--- config.mk ---
export PLATFORM = sky130hd
export DESIGN_NAME = vpol_div
export DESIGN_NICKNAME = d
export VERILOG_FILES = /design/src/hdl/vertex_projection_onto_line_defines.svh /design/src/hdl/vpol_pkg.sv /design/src/hdl/vpol_div.sv
export SDC_FILE = /design/constraint.sdc
export NUM_CORES = 1
export LEC_CHECK = 0
export ABC_CLOCK_PERIOD_IN_PS = 4300
export BUFFER_PORTS_ARGS = -buffer_cell sky130_fd_sc_hd__buf_2
export CORE_ASPECT_RATIO = 2
export CORE_MARGIN = 2
export CORE_UTILIZATION = 40
export DETAILED_ROUTE_END_ITERATION = 12
export GPL_TIMING_DRIVEN = 0
export PLACE_DENSITY = 0.61
export RECOVER_POWER = 25
export SYNTH_ARGS = -nofsm -noshare
export SYNTH_HDL_FRONTEND = slang
export SYNTH_SLANG_ARGS = --single-unit
--- constraint.sdc ---
create_clock -name clock -period 4.3 [get_ports clock]
set_input_delay 0.43 -clock clock [delete_from_list [all_inputs] [get_ports clock]]
set_output_delay 0.43 -clock clock [all_outputs]
set_load 0.005 [all_outputs]
--- src/hdl/vertex_projection_onto_line_defines.svh ---
// Assertion macros for the vertex projection block.
`ifndef VERTEX_PROJECTION_ONTO_LINE_DEFINES_SVH
`define VERTEX_PROJECTION_ONTO_LINE_DEFINES_SVH

// Check that cons holds in the same cycle as ante.
`define VPOL_ASSERT_IMPLY(lbl, ante, cons) \
   lbl: assert property (@(posedge clock) disable iff (reset) (ante) |-> (cons)) \
      else $error("same-cycle check failed");

// Check that cons holds in the cycle after ante.
`define VPOL_ASSERT_NEXT(lbl, ante, cons) \
   lbl: assert property (@(posedge clock) disable iff (reset) (ante) |=> (cons)) \
      else $error("next-cycle check failed");

`endif

--- src/hdl/vpol_pkg.sv ---
// Shared types, codes and defaults of the vertex projection block.
`default_nettype none
package vpol_pkg;

   localparam int VERTEX_COUNT_DEF = 8192;
   localparam int FRAC_SHIFT_DEF   = 16;
   localparam int MAC_STEPS        = 33;
   localparam int DIV_STEPS        = 64;

   localparam logic [1:0] CMD_LOAD  = 2'd0;
   localparam logic [1:0] CMD_PROJ  = 2'd1;
   localparam logic [1:0] CMD_READ  = 2'd2;
   localparam logic [1:0] CMD_CLEAR = 2'd3;

   typedef struct packed {
      logic [1:0]         cmd;
      logic [12:0]        vertex_index;
      logic signed [31:0] vertex_x;
      logic signed [31:0] vertex_y;
      logic [12:0]        line_start_index;
      logic [12:0]        line_end_index;
      logic signed [31:0] line_dx;
      logic signed [31:0] line_dy;
   } req_type;

   typedef struct packed {
      logic signed [31:0] out_x;
      logic signed [31:0] out_y;
      logic               moved;
   } rsp_type;

   typedef struct packed {
      logic start;
      logic clear;
   } mac_cmd_type;

endpackage
`default_nettype wire

--- src/hdl/vpol_div.sv ---
// Radix-2 restoring divider, signed 64-bit numerator by unsigned divisor.
`default_nettype none
module vpol_div (
   input  wire logic        clock,
   input  wire logic        reset,
   input  wire logic        start,
   input  wire logic [63:0] num,
   input  wire logic [63:0] den,
   output logic             busy,
   output logic             done,
   output logic [31:0]      quo
);

   logic [63:0] rem_ff, rem_in;
   logic [63:0] quo_ff, quo_in;
   logic [63:0] den_ff, den_in;
   logic        neg_ff, neg_in;
   logic [5:0]  count_ff, count_in;
   logic        busy_ff, busy_in;
   logic        done_ff, done_in;
   logic [64:0] trial;
   logic [64:0] diff;
   logic        ge;

   always_comb begin
      trial    = {rem_ff, quo_ff[63]};
      diff     = trial - {1'b0, den_ff};
      ge       = ~diff[64];
      rem_in   = rem_ff;
      quo_in   = quo_ff;
      den_in   = den_ff;
      neg_in   = neg_ff;
      count_in = count_ff;
      busy_in  = busy_ff;
      done_in  = 1'b0;
      if (start) begin
         rem_in   = '0;
         quo_in   = num[63] ? (64'd0 - num) : num;
         den_in   = den;
         neg_in   = num[63];
         count_in = '0;
         busy_in  = 1'b1;
      end else if (busy_ff) begin
         rem_in   = ge ? diff[63:0] : trial[63:0];
         quo_in   = {quo_ff[62:0], ge};
         count_in = count_ff + 6'd1;
         if (count_ff == 6'(vpol_pkg::DIV_STEPS - 1)) begin
            busy_in = 1'b0;
            done_in = 1'b1;
         end
      end
   end

   always_ff @(posedge clock) begin
      rem_ff   <= rem_in;
      quo_ff   <= quo_in;
      den_ff   <= den_in;
      neg_ff   <= neg_in;
      count_ff <= count_in;
      if (reset) begin
         busy_ff <= 1'b0;
         done_ff <= 1'b0;
      end else begin
         busy_ff <= busy_in;
         done_ff <= done_in;
      end
   end

   assign busy = busy_ff;
   assign done = done_ff;
   assign quo  = neg_ff ? (32'd0 - quo_ff[31:0]) : quo_ff[31:0];

endmodule
`default_nettype wire

# After elaboration in Yosys (flattened, before gate mapping)

Index checks and enable logic that the tools add are counted.

Input bits: 131
ROM bits: 0
Logic and storage cells: 25
Output and inout bits: 34
Memories: 0
Bits in writable memories: 0
Bits in latches: 0
Bits in registers: 201

Equality and inequality tests: 1
Magnitude comparators: 0
Shift operators: 0
Bitwise operators: 2
Multipliers: 0
Multiplexer cells: 9
Add/sub/neg operators: 4
Reductions and logical operators: 2
Divide/modulo/power cells: 0

Operators by type and width:

| kind                  | count |
|---|---|
| $mux 64               | 4 |
| $sub 65x64->65        | 1 |
| $sub 1x64->64 const A | 1 |
| $mux 32               | 1 |
| $sub 1x32->32 const A | 1 |
| $add 6x1->6 const B   | 1 |
| $eq 6x6->1 const B    | 1 |
| $mux 1                | 4 |
| $reduce_or 3->1       | 1 |
| $not 1->1             | 2 |
| $reduce_bool 2->1     | 1 |

# Logic depth before layout (Yosys ltp)

Gate-level depths: netlist (run 1).

Word-level depth: 4
Gate-level depth with buffers: 16
Gate-level depth less buffers: 13

# Worst setup path before layout (run 1)

Ideal clock, no wire load.

Path type: in2reg
Start point: input port num[30]
End point: register quo_ff[58], data pin
Setup time: 0.270 ns
Data arrival time: 3.602 ns
Setup slack: 0.428 ns
Data required time: 4.030 ns
Cell stages on the path: 11
Path buffers: 1
Cell sequence: or4_4 or4_4 or4_4 or3_1 buf_2 or2_1 or4_4 or2_4 o31ai_4 xor2_1 a21oi_1

Longest elaborated chain between the ends: 3

RTL lines:

| element              | RTL line       | text |
|---|---|---|
| start, declared      | vpol_div.sv:7  | `input wire logic [63:0] num,` |
| $sub 1x64->64        | vpol_div.sv:38 | `quo_in = num[63] ? (64'd0 - num) : num;` |
| $mux 64              | vpol_div.sv:38 |  |
| $mux 64              | vpol_div.sv:36 | `if (start) begin` |
| net quo_in[58]       | vpol_div.sv:15 | `logic [63:0] quo_ff, quo_in;` |
| end signal, assigned | vpol_div.sv:56 | `quo_ff <= quo_in;` |
| end, declared        | vpol_div.sv:15 |  |

The timed path passes the listed nets, and every way through them passes these cells.
A chain may end at the register's enable or synchronous reset.

# Final worst setup path (run 1)

Start point: register den_ff[0]
End point: register rem_ff[20]

Longest elaborated chain between the ends: 2

RTL lines:

| element                | RTL line       | text |
|---|---|---|
| start, declared        | vpol_div.sv:16 | `logic [63:0] den_ff, den_in;` |
| start signal, assigned | vpol_div.sv:57 | `den_ff <= den_in;` |
| $sub 65x64->65         | vpol_div.sv:27 | `diff = trial - {1'b0, den_ff};` |
| $mux 64                | vpol_div.sv:44 | `rem_in = ge ? diff[63:0] : trial[63:0];` |
| end signal, assigned   | vpol_div.sv:55 | `rem_ff <= rem_in;` |
| end, declared          | vpol_div.sv:14 | `logic [63:0] rem_ff, rem_in;` |

Every way passes these cells.

==> results.json, run 1 <==
{
  "path_max_fanout": 10,
  "synth_cell_type_count": 68,
  "die_h_um": 265,
  "grt_pass1_vias": 12828,
  "final_util_pct": 47.0,
  "skew_ns": 0.0214,
  "firstDrtPassIters": 5,
  "area_growth_pct": 15.9,
  "drive_above_1_share_pct": 14.2,
  "cp_slowest_stage_delay_ns": 0.49,
  "tritoncts": "done",
  "dp_hpwl_mm": 33.8,
  "synth.area.top_cells": "edfxtp_1, dfxtp_1, ha_1",
  "worstSetupPathType": "flop to flop",
  "gp_congestion": 0.945,
  "ant_nets": 0,
  "hold_buffers": 0,
  "netlist_instances": 1538,
  "r2r_start": "den_ff[0]",
  "yosys_register_bits": 201,
  "fp.dieW_um": 135,
  "ys_warn_count": 0,
  "finalWirelength_mm": 43.0,
  "dp_worst_setup_slack_ns": -1.06,
  "crit_path_start_kind": "flop",
  "power.total_mw": 6.03,
  "grt_first_pass_wirelength_mm": 66.2,
  "slew_headroom_pct": -15.4,
  "min-delay-start": "reset",
  "violations": "capacitance limit, slew limit",
  "worst_slack_ns": 0.0962,
  "clock.fmax_ghz": 0.238,
  "r2r_end": "rem_ff[20]",
  "worst_ir_drop_vdd_v": 0.000296,
  "outcome": "finished with violations",
  "worst_pin_slew_ns": 1.73,
  "slew_violations": 67,
  "cp_common_cell": "clkbuf_4",
  "io_pins": 165,
  "synthArstFlopShare_pct": 0,
  "multi_input_area_sq_mm": 0.00775,
  "cap_violations": 1,
  "synth.most_common_cell": "nor2_1",
  "port-buffer-count": 164,
  "cts_buffers": 22,
  "clk_path_buf_depth": 3,
  "yosysSeqAreaShare_pct": 39.0,
  "regArea_sq_mm": 0.00532,
  "viasPerCell": 5.66,
  "syn_area_per_cell_sq_um": 8.87,
  "drt_iter0_drc": 523,
  "netlist_area_sq_mm": 0.0136,
  "min_period_ns": 4.20,
  "track_usage_pct": 23.7,
  "cts-root-buf": "clkbuf_16",
  "htreeDepth": 1,
  "setup_viol": 0,
  "grt_antenna_before_repair": 0,
  "critPathRequiredTime_ns": 4.75,
  "period_share_pct": 97.8,
  "rows": 95,
  "whs_ns": 0.0598,
  "synth_ff_type": "edfxtp_1",
  "crit_path_end_kind": "flop",
  "ys_top_cells_by_count": "nor2_1, a21oi_1, edfxtp_1, nand2_1, inv_1",
  "diodes": 0,
  "synth_edf_count": 129,
  "syn_nets": 1737,
  "leakagePower_nw": 6.31,
  "yosys.area.top_type_share_pct": 28.4,
  "cp.arrival_ns": 4.66,
  "num-fill-cells": 3324,
  "fin_tns_setup_ns": 0,
  "numClockSinks": 201,
  "r2r_setup_slack_ns": 0.1,
  "r2r_cells": 14,
  "wire_per_inst_um": 19.7,
  "whs_path_depth": 2,
  "clk_pin_slew_worst_paths_ns": 0.07,
  "powerDensity_mw_per_mm2": 381,
  "vias": 12325,
  "slowest_stage": "a2111oi_2",
  "num-nets-final": 1925,
  "dieArea_sq_mm": 0.0357,
  "worstHoldPathType": "input pin to flop",
  "finalHoldViolations": 0,
  "globalRouteOverflowTotal": 0,
  "path_cells": "ha_1 > fa_1 > nand2b_1 > a21oi_4 > o21a_1 > o31a_1 > a311oi_2 > a2111oi_2 > or2_2 > a311o_2 > clkbuf_4 > clkbuf_4 > nand3_1 > o211ai_1",
  "grt_max_degree": 67,
  "initial_core_util_pct": 40.6,
  "rsz0062_at_grt": "true",
  "coreArea_sq_mm": 0.0336,
  "post-route-drc-count": 0,
  "clk_latency_ns": 0.54,
  "synth_top_area_cell": "edfxtp_1",
  "hold_path_end": "busy"
}
through the flow:
step                      std cells  area, sq um
after floorplan                1538        13600
after global placement         2138        15000
after detailed placement       2139        15000
after CTS                      2177        15800
after global routing           2178        15800
final                          2178        15800
critical path: cells and delay by family, from the launching register on:
| family | cells | cell delay (ns) |
|---|---|---|
| buf+inv | 2 | 0.58 |
| simple gates | 3 | 0.58 |
| fa+ha+maj | 2 | 0.62 |
| compound gates | 7 | 1.88 |
| flops | 1 | 0.43 |
final cells by class:
type                            instances  area share [%]
Clock buffer                           30            3.93
Sequential cell                       201            33.6
Inverter                               87            2.07
Timing Repair Buffer                  167            5.40
Clock inverter                         10           0.380
Buffer                                 82            2.14
Tap cell                              436            3.45
Multi-Input combinational cell       1165            49.0
layer usage:
layer	part of all wire (%)	track usage (%)
met5	0	0
met3	3.7	2.23
met4	7.4	16.1
met2	55	46.8
met1	34	22.3
worst max-delay path by stage:
stage | from | endpoint | slack, ns | depth (start not counted)
floorplan | num[30] | quo_ff[58] | 0.43 | 11
global placement | den_ff[0] | rem_ff[12] | -1.05 | 14
detailed placement | den_ff[0] | rem_ff[20] | -1.06 | 15
CTS | quo_ff[5] | quo[26] | 0.005 | 8
global route | den_ff[0] | rem_ff[20] | -0.04 | 14
finish | den_ff[0] | rem_ff[20] | 0.1 | 14
where the power goes:
part | leakage [nW] | internal [mW] | total (mW) | switching (mW)
combinational | 4.13 | 0.709 | 1.80 | 1.09
clock | 0.321 | 1.02 | 1.83 | 0.814
sequential | 1.86 | 2.27 | 2.40 | 0.131
total | 6.31 | 3.99 | 6.03 | 2.04
registers in the layout (all words and copies together), names as in the netlist:
register,flops
den_ff,64
quo_ff,64
rem_ff,64
count_ff,6
busy,1
done,1
neg_ff,1
timing repair:
item | in CTS | in global routing
cloned | 0 | 0
pin swaps | 0 | 2
endpoints found under the setup margin | 73 | 46
buffers inserted | 1 | 1
gates resized for setup | 24 | 8
logic make-up (layout without fill, tap and decap cells):
group	count (synthesis)	in the layout	share of synthesized area [%]
buffers and inverters	172	376	4.81
adders and majority gates	68	68	6.29
DFF	201	201	39.0
AOI/OAI and AO/OA	443	443	21.0
xor gates and xnor gates	149	149	9.57
muxes	45	45	3.30
and+or+nand+nor	460	460	16.1
cell usage in the layout (no fill, tap or decap), types with 10 or more instances in the layout:
master and count:
o21ai_0 75, nand4_1 26, xnor2_1 66, clkbuf_1 77, or2_2 10, o41ai_1 18, or4_4 10, a21oi_1 148
or4_1 11, a21o_1 20, edfxtp_1 129, mux2i_1 45, o21a_1 12, nand3_1 24, nand2_1 118, xor2_1 83
nor2_1 163, o21bai_1 14, o211ai_1 15, nor3_1 21, inv_1 86, a211oi_1 45, nor2b_1 10, clkbuf_16 23
buf_2 164, nand2b_1 14, or3_1 16, dfxtp_1 72, o31ai_1 32, ha_1 67
No activity file was read; power rests on OpenSTA's default activity.
==> inputs of run 2 (changes only) <==
Settings changed: ABC_CLOCK_PERIOD_IN_PS 4300 to 5200.
Clock period 4.3 ns to 5.2 ns, I/O delays scaled along.
==> results.json, run 2 (synthesized netlist as in run 1, its figures left out) <==
{
  "outcome": "finished, final reports clean",
  "slew_violations": 0,
  "diodes": 0,
  "clkPwrFrac_pct": 30.5,
  "hold_buffers": 0,
  "p_int_mw": 3.28,
  "cap_violations": 0,
  "wire_per_inst_um": 19.7,
  "ant_nets": 0,
  "gp_congestion": 0.945,
  "crit_path_end_kind": "flop",
  "tritoncts": "done",
  "worstSetupPathType": "flop to flop",
  "grt_antenna_before_repair": 0,
  "cts-root-buf": "clkbuf_16",
  "mostFrequentLayoutCell": "buf_2",
  "initial_core_util_pct": 40.6,
  "drive_above_1_share_pct": 13.1,
  "placed_cells": 2139,
  "grt_first_pass_wirelength_mm": 66.1,
  "dp_hpwl_mm": 33.8,
  "area_growth_pct": 15.2,
  "reg_top3": "den_ff: 64 flops, quo_ff: 64 flops, rem_ff: 64 flops",
  "dieArea_sq_mm": 0.0357,
  "rows": 95,
  "skew_ns": 0.0238,
  "switching_share_pct": 33.9,
  "min_period_ns": 4.91,
  "final_cell_mix": "buf_2, nor2_1, a21oi_1",
  "htreeDepth": 1,
  "finalWirelength_mm": 43.0,
  "powerDensity_mw_per_mm2": 316,
  "firstDrtPassIters": 5,
  "place_area_sq_mm": 0.0150,
  "worst_ir_drop_vdd_v": 0.000246,
  "combPwrFrac_pct": 29.6,
  "grt_pass1_vias": 12844,
  "rsz0062_at_grt": "false",
  "globalRouteOverflowTotal": 0,
  "coreArea_sq_mm": 0.0336,
  "port-buffer-count": 164,
  "num-nets-final": 1925,
  "io_pins": 165,
  "r2r_setup_slack_ns": 0.29,
  "seqPwrFrac_pct": 39.9,
  "clock.fmax_ghz": 0.204,
  "clk_pin_slew_worst_paths_ns": 0.06,
  "drt_iter0_drc": 509,
  "whs_ns": 0.149,
  "power.net_switching_mw": 1.69,
  "post-route-drc-count": 0,
  "crit_path_start_kind": "flop",
  "finalHoldViolations": 0,
  "leakagePower_nw": 6.27,
  "worstHoldPathType": "input pin to flop",
  "die_h_um": 265,
  "critPathRequiredTime_ns": 5.45,
  "final_area_sq_mm": 0.0157,
  "period_share_pct": 94.4,
  "cp.arrival_ns": 5.16,
  "cp_common_cell": "a311oi_1",
  "cts_buffers": 22,
  "critPathBufInv": 1,
  "path_max_fanout": 10,
  "clk_path_buf_depth": 3,
  "fp.dieW_um": 135,
  "slew_headroom_pct": 27.1,
  "track_usage_pct": 23.7,
  "cp_slowest_stage_delay_ns": 0.85,
  "cp_top_family": "compound AO/OA/AOI/OAI gates",
  "viasPerCell": 5.66,
  "numClockSinks": 201,
  "vias": 12338,
  "path_cells": "ha_1 > fa_1 > nand2b_1 > a21oi_1 > o21a_1 > o31a_1 > a311oi_1 > a2111oi_1 > nor4b_1 > a311oi_1 > clkbuf_1 > o21ai_0",
  "clk_latency_ns": 0.54,
  "worst_pin_slew_ns": 1.09,
  "slowest_stage": "a311oi_1",
  "setup_viol": 0,
  "final-instance-count-excl-fill": 2178,
  "grt_max_degree": 67
}
-- run 2: cell types whose count changed in the layout (fill, tap and decap cells not counted), sizes merged --
| cell | previous run | this run |
|---|---|---|
| clkbuf | 106 | 107 |
| buf | 173 | 172 |
-- run 2: area by class of cell --
| cell class | count | area [sq um] |
|---|---|---|
| Buffer | 84 | 328 |
| Multi-Input combinational cell | 1165 | 7670 |
| Sequential cell | 201 | 5320 |
| Tap cell | 436 | 546 |
| Fill cell | 3340 | 17900 |
| Clock buffer | 30 | 622 |
| Inverter | 87 | 327 |
| Timing Repair Buffer | 165 | 842 |
| Clock inverter | 10 | 60.1 |
-- run 2: stage by stage --
step | setup slack, ns | power (mW) | TNS (ns) | util (%)
3_3_place_gp | -0.150 | 3.45 | -1.30 | 44.6
2_1_floorplan | 1.24 | 2.99 | 0 | -
3_5_place_dp | -0.162 | 3.47 | -1.23 | 44.7
6_report | 0.292 | 4.97 | 0 | 46.7
5_1_grt | 0.00679 | 5.23 | 0 | 46.7
4_1_cts | 0.0330 | 5.01 | 0 | 46.7
-- run 2: path summary, 6_finish.rpt --
check	startpoint	to	cells after the start
hold / removal	reset	busy	2
setup reg to reg	den_ff[0]	quo_ff[0]	12
hold reg to reg	count_ff[5]	count_ff[5]	2
setup / recovery	den_ff[0]	quo_ff[0]	12
-- run 2: layer usage --
metal	vias up	track usage [%]	share of wire [%]	wire length, um
li1	5991	-	-	-
met1	5800	22.4	34	14700
met3	148	2.19	3.7	1610
met5	-	0	0	0
met4	0	16.2	7.5	3230
met2	399	46.6	54	23400
-- run 2: worst register-to-register path: stages (launching register included) --
cell	delay, ns
edfxtp_1	0.43
ha_1	0.24
fa_1	0.38
nand2b_1	0.20
a21oi_1	0.39
o21a_1	0.25
o31a_1	0.29
a311oi_1	0.23
a2111oi_1	0.55
nor4b_1	0.14
a311oi_1	0.85
clkbuf_1	0.53
o21ai_0	0.14
-- run 2: power by group through the flow --
stage | Sequential [mW] | Combinational [mW] | Clock [mW]
final | 1.98 | 1.47 | 1.52
after global routing | 1.99 | 1.62 | 1.62
after CTS | 1.98 | 1.47 | 1.56
after detailed placement | 2.01 | 1.46 | 0
after global placement | 2.01 | 1.44 | 0
after floorplan | 1.97 | 1.01 | 0
-- run 2: timing repair --
action / CTS / global route
setup buffers: 0 / 0
setup endpoints to repair: 9 / 20
pin swaps: 0 / 0
gates resized for setup: 1 / 2
