$ cat src/hdl/vertex_projection_onto_line_defines.svh
// Assertion macros for the vertex projection block.
`ifndef VERTEX_PROJECTION_ONTO_LINE_DEFINES_SVH
`define VERTEX_PROJECTION_ONTO_LINE_DEFINES_SVH

// Check that cons holds in the same cycle as ante.
`define VPOL_ASSERT_IMPLY(lbl, ante, cons) \
   lbl: assert property (@(posedge clock) disable iff (reset) (ante) |-> (cons)) \
      else $error("same-cycle check failed");

// Check that cons holds in the cycle after ante.
`define VPOL_ASSERT_NEXT(lbl, ante, cons) \
   lbl: assert property (@(posedge clock) disable iff (reset) (ante) |=> (cons)) \
      else $error("next-cycle check failed");

`endif

$ cat src/hdl/vpol_pkg.sv
// Shared types, codes and defaults of the vertex projection block.
`default_nettype none
package vpol_pkg;

   localparam int VERTEX_COUNT_DEF = 8192;
   localparam int FRAC_SHIFT_DEF   = 16;
   localparam int MAC_STEPS        = 33;
   localparam int DIV_STEPS        = 64;

   localparam logic [1:0] CMD_LOAD  = 2'd0;
   localparam logic [1:0] CMD_PROJ  = 2'd1;
   localparam logic [1:0] CMD_READ  = 2'd2;
   localparam logic [1:0] CMD_CLEAR = 2'd3;

   typedef struct packed {
      logic [1:0]         cmd;
      logic [12:0]        vertex_index;
      logic signed [31:0] vertex_x;
      logic signed [31:0] vertex_y;
      logic [12:0]        line_start_index;
      logic [12:0]        line_end_index;
      logic signed [31:0] line_dx;
      logic signed [31:0] line_dy;
   } req_type;

   typedef struct packed {
      logic signed [31:0] out_x;
      logic signed [31:0] out_y;
      logic               moved;
   } rsp_type;

   typedef struct packed {
      logic start;
      logic clear;
   } mac_cmd_type;

endpackage
`default_nettype wire

$ cat src/hdl/vpol_mac.sv
// Bit-serial 64-bit multiply-accumulate unit with a signed 33-bit multiplier.
`default_nettype none
module vpol_mac (
   input  wire logic                  clock,
   input  wire logic                  reset,
   input  wire vpol_pkg::mac_cmd_type cmd,
   input  wire logic [63:0]           mcand,
   input  wire logic [32:0]           mplier,
   output logic                       busy,
   output logic                       done,
   output logic [63:0]                acc
);

   logic [63:0] mcand_ff, mcand_in;
   logic [32:0] mplier_ff, mplier_in;
   logic [63:0] acc_ff, acc_in;
   logic [5:0]  count_ff, count_in;
   logic        busy_ff, busy_in;
   logic        done_ff, done_in;
   logic        last;
   logic [63:0] term;

   always_comb begin
      last      = (count_ff == 6'(vpol_pkg::MAC_STEPS - 1));
      term      = mplier_ff[0] ? (last ? ~mcand_ff : mcand_ff) : '0;
      mcand_in  = mcand_ff;
      mplier_in = mplier_ff;
      acc_in    = acc_ff;
      count_in  = count_ff;
      busy_in   = busy_ff;
      done_in   = 1'b0;
      if (cmd.start) begin
         mcand_in  = mcand;
         mplier_in = mplier;
         count_in  = '0;
         busy_in   = 1'b1;
         if (cmd.clear) begin
            acc_in = '0;
         end
      end else if (busy_ff) begin
         acc_in    = acc_ff + term + 64'(mplier_ff[0] & last);
         mcand_in  = {mcand_ff[62:0], 1'b0};
         mplier_in = {1'b0, mplier_ff[32:1]};
         count_in  = count_ff + 6'd1;
         if (last) begin
            busy_in = 1'b0;
            done_in = 1'b1;
         end
      end
   end

   always_ff @(posedge clock) begin
      mcand_ff  <= mcand_in;
      mplier_ff <= mplier_in;
      acc_ff    <= acc_in;
      count_ff  <= count_in;
      if (reset) begin
         busy_ff <= 1'b0;
         done_ff <= 1'b0;
      end else begin
         busy_ff <= busy_in;
         done_ff <= done_in;
      end
   end

   assign busy = busy_ff;
   assign done = done_ff;
   assign acc  = acc_ff;

endmodule
`default_nettype wire

$ cat config.mk
export PLATFORM = sky130hd
export DESIGN_NAME = vpol_mac
export DESIGN_NICKNAME = d
export VERILOG_FILES = /design/src/hdl/vertex_projection_onto_line_defines.svh /design/src/hdl/vpol_pkg.sv /design/src/hdl/vpol_mac.sv
export SDC_FILE = /design/constraint.sdc
export NUM_CORES = 1
export LEC_CHECK = 0
export ABC_AREA = 1
export BUFFER_PORTS_ARGS = -buffer_cell sky130_fd_sc_hd__buf_2
export CORE_MARGIN = 5
export CORE_UTILIZATION = 55
export DETAILED_ROUTE_END_ITERATION = 12
export PLACE_DENSITY = 0.76
export SLEW_MARGIN = 25
export SYNTH_ARGS = -nofsm -noshare
export SYNTH_HDL_FRONTEND = slang
export SYNTH_SLANG_ARGS = --single-unit
export TNS_END_PERCENT = 100
$ cat constraint.sdc
create_clock -name clock -period 7.6 [get_ports clock]
set_input_delay 1.52 -clock clock [delete_from_list [all_inputs] [get_ports clock]]
set_output_delay 1.52 -clock clock [all_outputs]
set_load 0.02 [all_outputs]
== Word level (Yosys, flattened, before mapping) ==
Index checks and enable logic that the tools add are counted.

* Register bits: 169
* Bits of input ports: 101
* Output and inout port bits: 66

* $add $sub $neg: 3
* Equality and inequality tests: 2
* Muxes and demuxes: 13
* Bitwise logic cells: 3
* Reductions and logical operators: 3

{| class="wikitable"
|+ Operators with widths
! cell !! count
|-
| 64-bit two-way mux || 7
|-
| 33-bit two-way mux || 2
|-
| 64-bit by 1-bit adder with 64-bit output || 1
|-
| 64-bit adder || 1
|-
| 64-bit inverter || 1
|-
| 6-bit by 1-bit adder with 6-bit output, second input constant || 1
|-
| 6-bit equality test, second input constant || 1
|-
| 1-bit two-way mux || 4
|-
| 3-bit OR reduction || 1
|-
| 2-bit inequality test, second input constant || 1
|-
| 2-bit AND reduction || 1
|-
| 2-bit nonzero test || 1
|-
| 1-bit bitwise AND || 1
|-
| 1-bit inverter || 1
|}

== Longest topological paths before layout ==
Gate-level depths: netlist of the first run.

* Depth in word-level cells: 7
* Mapped depth: 21
* Depth with buffers taken out: 20

== Worst setup path after synthesis of the first run ==
No wires, ideal clock.

* Path kind: input -> register
* From: input port cmd[1] in the netlist's numbering
* To: register mcand_ff[0], enable pin
* Arrival: 3.920 ns
* Data required time: 7.149 ns
* Setup slack: 3.229 ns
* Stages: 4
* Path buffers: 2
* Path through: buf_2 -> clkbuf_1 -> nor2_1 -> inv_1

* Word-level cells in the longest chain between the ends: 1

{| class="wikitable"
|+ Ends and longest elaborated chain
! element !! line !! RTL
|-
| from (decl) || vpol_mac.sv:6 || <nowiki>input wire vpol_pkg::mac_cmd_type cmd,</nowiki>
|-
| 2-bit nonzero test (no line) || n/a ||
|-
| to (signal assigned) || vpol_mac.sv:53 || <nowiki>mcand_ff <= mcand_in;</nowiki>
|-
| to (decl) || vpol_mac.sv:14 || <nowiki>logic [63:0] mcand_ff, mcand_in;</nowiki>
|}

Every way passes these cells.
A chain may end at the register's enable or synchronous reset.

== Worst setup path in the final report of the first run ==
* From: register count_ff[0]
* To: register acc_ff[32] (netlist: acc[32]), data pin

* Word-level cells in the longest chain between the ends: 7
* Elaborated cells between the ends (all ways): 8

{| class="wikitable"
|+ Ends and longest elaborated chain
! element !! line !! RTL
|-
| from (decl) || vpol_mac.sv:17 || <nowiki>logic [5:0] count_ff, count_in;</nowiki>
|-
| from (signal assigned) || vpol_mac.sv:56 || <nowiki>count_ff <= count_in;</nowiki>
|-
| 6-bit equality test (*) || vpol_mac.sv:24 || <nowiki>last = (count_ff == 6'(vpol_pkg::MAC_STEPS - 1));</nowiki>
|-
| 64-bit two-way mux (2 in series) || vpol_mac.sv:25 || <nowiki>term = mplier_ff[0] ? (last ? ~mcand_ff : mcand_ff) : '0;</nowiki>
|-
| 64-bit adder || vpol_mac.sv:41 || <nowiki>acc_in = acc_ff + term + 64'(mplier_ff[0] & last);</nowiki>
|-
| 64-bit by 1-bit adder with 64-bit output (*) || vpol_mac.sv:41 ||
|-
| 64-bit two-way mux (*) || vpol_mac.sv:40 || <nowiki>end else if (busy_ff) begin</nowiki>
|-
| 64-bit two-way mux (*) || vpol_mac.sv:32 || <nowiki>if (cmd.start) begin</nowiki>
|-
| to (signal assigned) || vpol_mac.sv:55 || <nowiki>acc_ff <= acc_in;</nowiki>
|-
| to (decl) || vpol_mac.sv:16 || <nowiki>logic [63:0] acc_ff, acc_in;</nowiki>
|}

Every way passes the cells marked *; elsewhere a longest branch is shown, timed or not. The select of a mux whose other input is x is not followed.

==> results.py, run 1 <==
metrics = {
    "global_route": {
        "grt_max_degree": 94,
        "grt_pass1_vias": 12100,
        "gr-total-overflow": 0,
        "grt_pass1_wl_um": 64110,
        "grt_use_total": 0.2867,
        "antenna_found_initial": 0,
    },
    "routing": {
        "drtPass1Iterations": 6,
        "met1Wirelength_um": 18090,
        "routed_wl_um": 40420,
        "vias": 13080,
        "drc": 0,
        "drt-vias-per-instance": 5.220,
        "ant_nets": 0,
        "wire_per_inst_um": 16.13,
        "top_layer_used": "met4",
        "wl_met2_um": 17790,
        "drt_iter0_markers": 1191,
        "wl_met3_um": 3108,
    },
    "cts": {
        "cts_buffers": 17,
        "post-cts-setup-buffers": 0,
        "clockBufferDepth": 2,
        "cts.hold.buffers_added": 0,
        "insertion_delay_ns": 0.44,
        "clock-sinks": 169,
        "htree_levels": 4,
        "clk_pin_slew_worst_paths_ns": 0.08,
        "cts.repair.resized": 0,
        "cts_tree": "yes",
        "root_buffer": "clkbuf_16",
    },
    "timing": {
        "fin_crit_ns": 3.923,
        "finalMaxSlewViolations": 0,
        "rsz0062_at_grt": "no",
        "hold_violations": 0,
        "fin_crit_sh": 0.5162,
        "worst_pin_slew_ns": 1.009,
        "clock_skew_ns": 0.01491,
        "max_clock_freq_mhz": 254.9,
        "slew_headroom": 0.3272,
        "setup_viol": 0,
        "tns_ns": 0,
    },
    "placed_design": {
        "placed_cell_area_sq_um": 14440,
        "hpwl_um": 31610,
        "io_buffers": 166,
        "place.gp.congestion": 1.030,
    },
    "worst_setup_path": {
        "cp-start-kind": "flip-flop",
        "cp_slowest_cell": "fa_1",
        "cp_data_required_time_ns": 7.81,
        "rrSetupSlack_ns": 3.68,
        "end_kind": "flip-flop",
        "crit_chain": "inv_1 > ha_1 > nand3_4 > o21ai_0 > a21oi_1 > fa_1 > fa_1 > nand2_1 > nand3_1 > nand3_1 > nand2_2 > nand2_1 > nand2_1 > a21oi_1 > nand2_1 > nand2_1 > nor2_1",
        "worst-path-buf-inv": 1,
        "critical_path_class": "reg -> reg",
        "r2r_end": "acc[32]",
        "worst-r2r-cell-count": 17,
        "crit_fanout": 74,
        "cp.arrival_ns": 4.13,
        "cp_num_cells": 17,
        "cpLargestDelayFamily": "simple AND/OR/NAND/NOR gates",
        "rr_startpoint": "count_ff[0]",
        "crit_top_cell": "nand2_1",
        "cp_slowest_stage_delay_ns": 0.50,
    },
    "synthesis": {
        "yosysWarnings": 0,
        "ys_seq_elements": 169,
        "synth.yosys.seq_area_share": 0.3746,
        "synth_nets": 2196,
        "synth_top_area_frac": 0.3626,
        "postSynth.asyncResetShare": 0,
        "post_synth_most_frequent_cells": "nand2_1 (731), inv_1 (393), edfxtp_1 (161), a21oi_1 (158), o21ai_0 (154)",
        "synthTopCellsByArea": "edfxtp_1 (36%), nand2_1 (21%), inv_1 (11%), ha_1 (6.0%), a21oi_1 (5.9%)",
        "synth-edff-count": 161,
        "synth_top_cell_by_area": "edfxtp_1",
        "syn_inst": 2029,
        "yosys.cell_types.count": 29,
        "syn_area_per_cell_sq_um": 6.572,
        "synthFlopType": "edfxtp_1",
        "synth.cell_area_sq_um": 13330,
        "synth_most_common_cell": "nand2_1",
    },
    "hold_path": {
        "holdPathStages": 2,
        "hold_path_end": "mplier_ff[22]",
        "hold_class": "reg -> reg",
        "hp-start": "mplier_ff[23]",
    },
    "die": {
        "initial_core_util": 0.5532,
        "num_rows": 57,
        "pin_count": 167,
        "die_h_um": 165.7,
        "placeableCoreArea_sq_um": 24110,
        "dieArea_sq_um": 27460,
        "die_w_um": 165.7,
    },
    "flow_run": {
        "drv_cap": 0,
    },
    "run_status": {
        "status": "completed",
    },
    "finish": {
        "area_delta_synth_final_pct": 12.65,
        "antennaDiodeCount": 0,
        "fill_cells": 2356,
        "nets": 2336,
        "drive_gt1_frac": 0.1146,
        "stdcell_area_sq_um": 15020,
    },
    "pwr": {
        "powerDensity_nw_per_um2": 206.2,
        "ir_worst_vdd_mv": 0.1165,
        "p_leak_nw": 8.149,
    },
}
layer usage:
metal	global-route usage	up-vias
met2	0.4567	505
li1	-	6646
met5	0	-
met4	0.1026	0
met1	0.3971	5871
met3	0.04838	60
report_power, final:
part / total [mW] / internal [mW] / switching (mW)
Combinational: 0.980 / 0.296 / 0.683
Clock: 0.917 / 0.468 / 0.449
Sequential: 1.20 / 1.15 / 0.0483
Total: 3.10 / 1.92 / 1.18
registers in the layout, summed over array words and instances, names as in the netlist:
name,cells
mplier_ff,33
mcand_ff,64
count_ff,6
done,1
busy,1
acc,64
worst max-delay path by stage:
stage | start | to | slack [ns]
CTS | count_ff[0] | acc[32] | 3.65
detailed placement | cmd[1] | acc[21] | 3.49
floorplan | cmd[1] | mcand_ff[0] | 3.23
global route | count_ff[0] | acc[57] | 3.26
finish | count_ff[0] | acc[32] | 3.68
global placement | cmd[1] | acc[27] | 3.60
metrics by stage:
| step | hold WS, ns | utilization | instances | power (mW) | setup WS, ns |
|---|---|---|---|---|---|
| after global routing | 0.5228 | 0.6231 | 2506 | 3.269 | 3.259 |
| after floorplan | 0.4732 | - | 2029 | 1.883 | 3.229 |
| after CTS | 0.5182 | 0.6231 | 2506 | 3.097 | 3.652 |
| after global placement | 0.4877 | 0.5989 | 2474 | 2.169 | 3.595 |
| after detailed placement | 0.4986 | 0.5989 | 2474 | 2.187 | 3.489 |
| final | 0.5179 | 0.6231 | 2506 | 3.097 | 3.677 |
worst register-to-register path: cells and delay by family (launching register included):
family | cells | cell delay [ns]
simple gates | 10 | 1.34
flops | 1 | 0.34
buf+inv | 1 | 0.07
compound gates | 3 | 0.77
fa+ha+maj | 3 | 1.17
cells in the final DEF, fill, tap and decap left out, types with 2 or more instances in the layout:
cell type,Yosys,routed
edfxtp_1,161,161
nand3_1,61,60
nor2_1,142,142
inv_1,393,391
o21bai_1,6,6
nand2_2,19,20
nor3_1,12,12
and2_1,7,7
o21ai_0,154,154
a21oi_2,2,2
and3_1,9,9
ha_1,64,64
nand4_1,11,11
clkbuf_16,0,17
inv_6,0,5
buf_2,5,165
nor2_2,16,16
nand2_1,731,730
o21a_1,5,5
dfxtp_1,8,8
inv_8,0,4
a21oi_1,158,158
nor4_1,5,5
clkinv_1,1,3
buf_4,0,7
fa_1,2,2
nand3_2,7,7
cell type report:
| type | instances | area [sq um] | share of cell area |
|---|---|---|---|
| inverter | 394 | 1480 | 0.09854 |
| timing repair buffer | 172 | 878.3 | 0.05848 |
| clock inverter | 15 | 158.9 | 0.01058 |
| sequential | 169 | 4995 | 0.3325 |
| tap | 324 | 405.4 | 0.02699 |
| clock buffer | 17 | 425.4 | 0.02832 |
| multi-input combinational | 1415 | 6678 | 0.4446 |
kinds of logic after synthesis:
family | synth area share
adder cells (fa/ha/maj) | 0.06306
AO/OA/AOI/OAI | 0.1256
XOR/XNOR | 0.0006570
AND/OR/NAND/NOR | 0.3103
buffers and inverters | 0.1257
flip-flops | 0.3746
Note: power is estimated with default switching activity, not from simulation.
==> run 2, diff against run 1 <==
ABC_AREA = 0   (was 1)
PLACE_DENSITY = 0.77   (was 0.76)
clock period = 3.74 ns   (was 7.6 ns; I/O delays follow)
==> run 2 against run 1 <==
  * The run now ends with negative setup slack left
  * Synthesized area shrank 14%
  * Via count shrank 25%
  * Sequential power grew 110%
  * Clock skew grew 0.0015 ns
  * Setup slack lost 3.7 ns
  * Synthesized cell count shrank 45%
  * Die area shrank 13%
  * Cell count shrank 33%
  * Power grew 140%
  * Global-route usage shrank 3.4 points
  * Flip-flop and latch count is the same
  * Sequential share of layout area shrank 0.82 points
  * Critical path type unchanged
==> results.py, run 2 <==
metrics = {
    "cts": {
        "clk_pin_slew_worst_paths_ns": 0.08,
        "cts_tree": "yes",
        "clock-sinks": 169,
        "htree_levels": 4,
        "cts_buffers": 17,
        "root_buffer": "clkbuf_16",
        "clockBufferDepth": 2,
        "cts.hold.buffers_added": 0,
        "insertion_delay_ns": 0.46,
    },
    "finish": {
        "fill_cells": 1380,
        "final_util": 0.7404,
        "area_delta_synth_final_pct": 33.76,
        "nets": 1567,
        "mostFrequentLayoutCells": "buf_2 (165), edfxtp_1 (161), buf_4 (157)",
        "fin_cells": 1689,
        "final_common_cell": "buf_2",
        "drive_gt1_frac": 0.4345,
    },
    "timing": {
        "worst_pin_slew_ns": 0.6411,
        "hold_violations": 0,
        "fin_crit_sh": 1.016,
        "setup_viol": 6,
        "clock_skew_ns": 0.01642,
        "slew_headroom": 0.5711,
        "rsz0062_at_grt": "yes",
        "fin_crit_ns": 3.799,
        "finalMaxSlewViolations": 0,
        "max_clock_freq_mhz": 263.2,
        "fin_ws_ns": -0.05898,
    },
    "worst_setup_path": {
        "critical_path_class": "reg -> reg",
        "end_kind": "flip-flop",
        "cp_data_required_time_ns": 3.95,
        "crit_end": "acc[57]",
        "worst-r2r-cell-count": 18,
        "rrSetupSlack_ns": -0.06,
        "cp.arrival_ns": 4.01,
        "startpoint": "count_ff[4]",
        "cp-start-kind": "flip-flop",
        "r2r_end": "acc[57]",
        "rr_startpoint": "count_ff[4]",
        "crit_fanout": 12,
    },
    "die": {
        "placeableCoreArea_sq_um": 20820,
        "die_h_um": 154.8,
        "initial_core_util": 0.5535,
        "num_rows": 53,
        "dieArea_sq_um": 23950,
        "die_w_um": 154.8,
        "pin_count": 167,
    },
    "global_route": {
        "antenna_found_initial": 3,
        "grt_max_degree": 64,
        "gr-total-overflow": 0,
        "grt_pass1_vias": 9991,
        "grt_use_total": 0.2530,
        "grt_pass1_wl_um": 49190,
    },
    "synthesis": {
        "synth_top_cell_by_area": "edfxtp_1",
        "synth_nets": 1278,
        "syn_inst": 1111,
        "synth.cell_area_sq_um": 11530,
        "postSynth.asyncResetShare": 0,
        "synth-edff-count": 161,
        "synth_most_common_cell": "edfxtp_1",
        "synth_top_area_frac": 0.4195,
        "synth.yosys.seq_area_share": 0.4333,
        "synthTopCellsByArea": "edfxtp_1 (42%), mux2_2 (9.6%), xnor2_1 (7.1%), ha_1 (6.9%), and2_1 (3.7%)",
        "synthFlopType": "edfxtp_1",
        "ys_seq_elements": 169,
        "yosys.cell_types.count": 69,
        "syn_area_per_cell_sq_um": 10.37,
        "post_synth_most_frequent_cells": "edfxtp_1 (161), mux2_2 (98), nor2_1 (98), xnor2_1 (94), a21oi_1 (83)",
        "yosysWarnings": 0,
    },
    "run_status": {
        "violations": "negative setup slack",
        "status": "complete, but fails checks",
    },
    "routing": {
        "drt-vias-per-instance": 5.779,
        "wire_per_inst_um": 18.85,
        "ant_nets": 0,
        "vias": 9761,
        "drc": 0,
        "drtPass1Iterations": 6,
        "routed_wl_um": 31840,
        "drt_iter0_markers": 724,
    },
    "pwr": {
        "p_leak_nw": 6.304,
        "powerDensity_nw_per_um2": 474.9,
        "ir_worst_vdd_mv": 0.3686,
    },
    "placed_design": {
        "dpl.cell_count": 1633,
        "hpwl_um": 21240,
        "place.gp.congestion": 0.9829,
        "io_buffers": 166,
    },
    "flow_run": {
        "drv_cap": 0,
    },
    "hold_path": {
        "hold_class": "in -> reg",
    },
}
==> run 2: metrics by stage <==
step	hold WS (ns)	power (mW)	cell area, sq um	setup WS [ns]	setup TNS, ns
finish	0.4616	7.322	15420	-0.05898	-0.1261
global route	0.4613	7.681	15420	-0.2460	-3.173
CTS	0.4516	7.027	14760	-0.02292	-0.06404
detailed placement	0.5267	4.978	13620	-0.07888	-0.1287
global placement	0.5078	4.926	13620	-0.02920	-0.02920
floorplan	0.4584	4.058	11550	0.005528	0
==> run 2: worst min-delay path by stage <==
stage | cells after the start | end | start
6_report | 2 | busy | reset
5_1_grt | 2 | busy | reset
4_1_cts | 2 | busy | reset
3_5_place_dp | 2 | count_ff[5] | count_ff[5]
3_3_place_gp | 2 | count_ff[5] | count_ff[5]
2_1_floorplan | 2 | count_ff[5] | count_ff[5]
==> run 2: cells by family (layout without fill, tap and decap cells) <==
kind of cell,count (synthesis),in the layout,share of synthesized area
AND/OR/NAND/NOR,343,343,0.1497
AO/OA/AOI/OAI,228,228,0.1252
flip-flops,169,169,0.4333
XOR/XNOR,120,120,0.09119
multiplexers,101,101,0.09846
buffers and inverters,84,386,0.02920
adder cells (fa/ha/maj),66,66,0.07295
other,0,1,0
==> run 2: routing by layer <==
layer / part of all wire / track usage / vias up
li1: - / - / 4627
met1: 0.40 / 0.3113 / 4661
met2: 0.50 / 0.4330 / 375
met3: 0.064 / 0.05708 / 94
met4: 0.033 / 0.09882 / 4
met5: 0.00082 / 0 / -
==> run 2: cell type report <==
class	instances	area, sq um	share of cell area
Antenna cell	1	2.502	0.0001623
Clock buffer	17	425.4	0.02759
Inverter	16	60.06	0.003895
Sequential cell	169	5000	0.3243
Multi-Input combinational cell	858	7092	0.4600
Tap cell	275	344.1	0.02232
Timing Repair Buffer	338	2270	0.1472
Clock inverter	15	224.0	0.01453
==> run 2: power by group <==
part	switching (mW)	internal [mW]	leakage, nW
Sequential	0.161	2.38	1.68
Combinational	1.50	1.36	4.32
Clock	0.976	0.941	0.309
Total	2.64	4.68	6.30
==> run 2: what timing repair did <==
action	4_1_cts	5_1_grt
endpoints found under the setup margin	13	38
pin swaps	21	53
buffers inserted	8	15
gates resized for setup	58	122
cloned	3	0
==> run 2: critical path, stage by stage, from the launching register on <==
cell	delay [ns]
dfxtp_2	0.33
nor3_2	0.16
buf_4	0.14
nand3_4	0.14
buf_12	0.19
buf_12	0.15
xnor2_1	0.13
and2_1	0.16
ha_1	0.28
nand4_1	0.14
buf_4	0.17
nor3_4	0.04
a32o_2	0.25
a31o_4	0.23
o21ai_4	0.18
a21oi_2	0.08
nor3_2	0.26
o2bb2ai_1	0.16
mux2_2	0.34
==> run 3, diff against run 2 <==
REMOVE_ABC_BUFFERS = 1   (was unset)
==> run 3 against run 2 <==
  * The flow still finishes with violations (negative setup slack)
  * Cell count fell by 0.71%
  * Register-to-register slack got worse by 0.08 ns
  * Routed wire length rose by 2.0%
  * Sequential share of layout area rose by 0.43 points
  * Critical endpoint is now acc[55]
  * Largest cell class unchanged
==> results.py, run 3 (synthesis gave the netlist of run 2 again) <==
metrics = {
    "placed_design": {
        "hpwl_um": 21840,
        "placed_cell_area_sq_um": 13450,
        "io_buffers": 166,
        "dpl.cell_count": 1611,
        "place.gp.congestion": 0.9093,
    },
    "worst_setup_path": {
        "cp-start-kind": "flip-flop",
        "cp.arrival_ns": 4.07,
        "critical_path_class": "reg -> reg",
        "end_kind": "flip-flop",
        "worst-r2r-cell-count": 19,
        "crit_fanout": 8,
        "cp_data_required_time_ns": 3.93,
    },
    "finish": {
        "drive_gt1_frac": 0.4165,
        "antennaDiodeCount": 0,
        "nets": 1556,
        "stdcell_area_sq_um": 15210,
        "area_delta_synth_final_pct": 31.93,
        "multi_input_area_sq_um": 6979,
        "fin_cells": 1677,
        "final_util": 0.7303,
        "mostFrequentLayoutCells": "buf_2 (165), edfxtp_1 (161), buf_4 (148)",
        "final_common_cell": "buf_2",
        "final-seq-area_sq_um": 4997,
        "fill_cells": 1466,
    },
    "routing": {
        "vias": 9764,
        "ant_nets": 0,
        "drc": 0,
        "drt_iter0_markers": 760,
        "routed_wl_um": 32480,
        "drtPass1Iterations": 6,
        "drt-vias-per-instance": 5.822,
        "wire_per_inst_um": 19.37,
    },
    "cts": {
        "cts_buffers": 17,
        "root_buffer": "clkbuf_16",
        "clock-sinks": 169,
        "cts_tree": "yes",
        "insertion_delay_ns": 0.44,
        "htree_levels": 4,
        "clockBufferDepth": 2,
        "clk_pin_slew_worst_paths_ns": 0.08,
    },
    "pwr": {
        "ir_worst_vdd_mv": 0.3434,
        "p_leak_nw": 6.206,
        "powerDensity_nw_per_um2": 473.1,
    },
    "global_route": {
        "gr-total-overflow": 0,
        "grt_pass1_wl_um": 49820,
        "grt_pass1_vias": 9773,
        "grt_use_total": 0.2562,
        "antenna_found_initial": 1,
        "grt_max_degree": 82,
    },
    "timing": {
        "setup_viol": 8,
        "fin_crit_sh": 1.037,
        "clock_skew_ns": 0.01347,
        "max_clock_freq_mhz": 257.9,
        "slew_headroom": 0.5901,
        "fin_ws_ns": -0.1371,
        "worst_pin_slew_ns": 0.6128,
        "rsz0062_at_grt": "yes",
        "hold_violations": 0,
        "finalMaxSlewViolations": 0,
        "fin_crit_ns": 3.877,
    },
    "die": {
        "pin_count": 167,
        "die_h_um": 154.8,
        "die_w_um": 154.8,
        "placeableCoreArea_sq_um": 20820,
        "initial_core_util": 0.5535,
        "num_rows": 53,
        "dieArea_sq_um": 23950,
    },
    "hold_path": {
        "holdPathStages": 2,
        "hold_class": "in -> reg",
    },
    "flow_run": {
        "drv_cap": 0,
    },
    "run_status": {
        "violations": "negative setup slack",
        "status": "complete, but fails checks",
    },
}
run 3: changes by cell type in the layout (fill, tap and decap cells not counted), moves of 3 or more:
cell and delta:
buf_4 -9, inv_12 -5, and2_1 +4, and2_4 -4, nor2_1 +4, nor3_1 +4
o21ai_0 +4, ha_4 -3, nor2_2 -3, o21ai_1 -3
run 3: worst max-delay path, cell delays in order, from the launching register on:
cell     delay (ns)
dfxtp_1        0.32
inv_1          0.06
ha_2           0.19
nand3_4        0.12
buf_12         0.17
buf_16         0.15
xnor2_1        0.14
and2_4         0.18
ha_4           0.28
nand4_1        0.21
buf_4          0.22
nor3_2         0.30
nand2_1        0.13
nand4_1        0.16
a31o_4         0.16
a21oi_4        0.09
o41ai_1        0.40
buf_4          0.18
xnor2_1        0.11
nor2_1         0.05
run 3: path summary, 6_finish.rpt:
check | slack, ns | start | end
max | -0.14 | count_ff[0] | acc[55]
min | 0.49 | reset | busy
max reg2reg | -0.14 | count_ff[0] | acc[55]
min reg2reg | 0.54 | count_ff[5] | count_ff[5]
run 3: metal layers:
layer,global-route usage,part of all wire
met1,0.3409,0.42
met2,0.4237,0.48
met3,0.05652,0.068
met4,0.07317,0.027
met5,0,0.00022
run 3: report_power, final:
group | internal (mW) | total, mW | switching (mW) | leakage, nW
Clock | 0.982 | 1.90 | 0.919 | 0.311
Sequential | 2.38 | 2.54 | 0.159 | 1.68
Combinational | 1.29 | 2.76 | 1.47 | 4.22
run 3: stage by stage:
step / hold slack, ns / worst slack, ns / TNS [ns] / total power, mW
floorplan: 0.4523 / -2.360 / -112.88 / 4.009
global placement: 0.5118 / -0.1388 / -0.6101 / 4.852
detailed placement: 0.5292 / -0.1902 / -1.652 / 4.912
CTS: 0.4704 / -0.03121 / -0.06567 / 6.925
global route: 0.4722 / -0.2520 / -3.498 / 7.528
finish: 0.4915 / -0.1371 / -0.2591 / 7.193
run 3: repair_timing:
action / 4_1_cts / 5_1_grt
pin swaps: 21 / 28
endpoints found under the setup margin: 29 / 37
buffers inserted: 14 / 18
hold endpoints to repair: 0 / 0
hold buffers: 0 / 0
cloned: 2 / 0
gates resized for setup: 50 / 99
run 3: final cells by class:
class,count,share of cell area
inverter,16,0.003950
clock buffer,17,0.02798
clock inverter,15,0.01481
sequential,169,0.3286
tap,275,0.02263
timing repair buffer,327,0.1430
multi-input combinational,858,0.4590
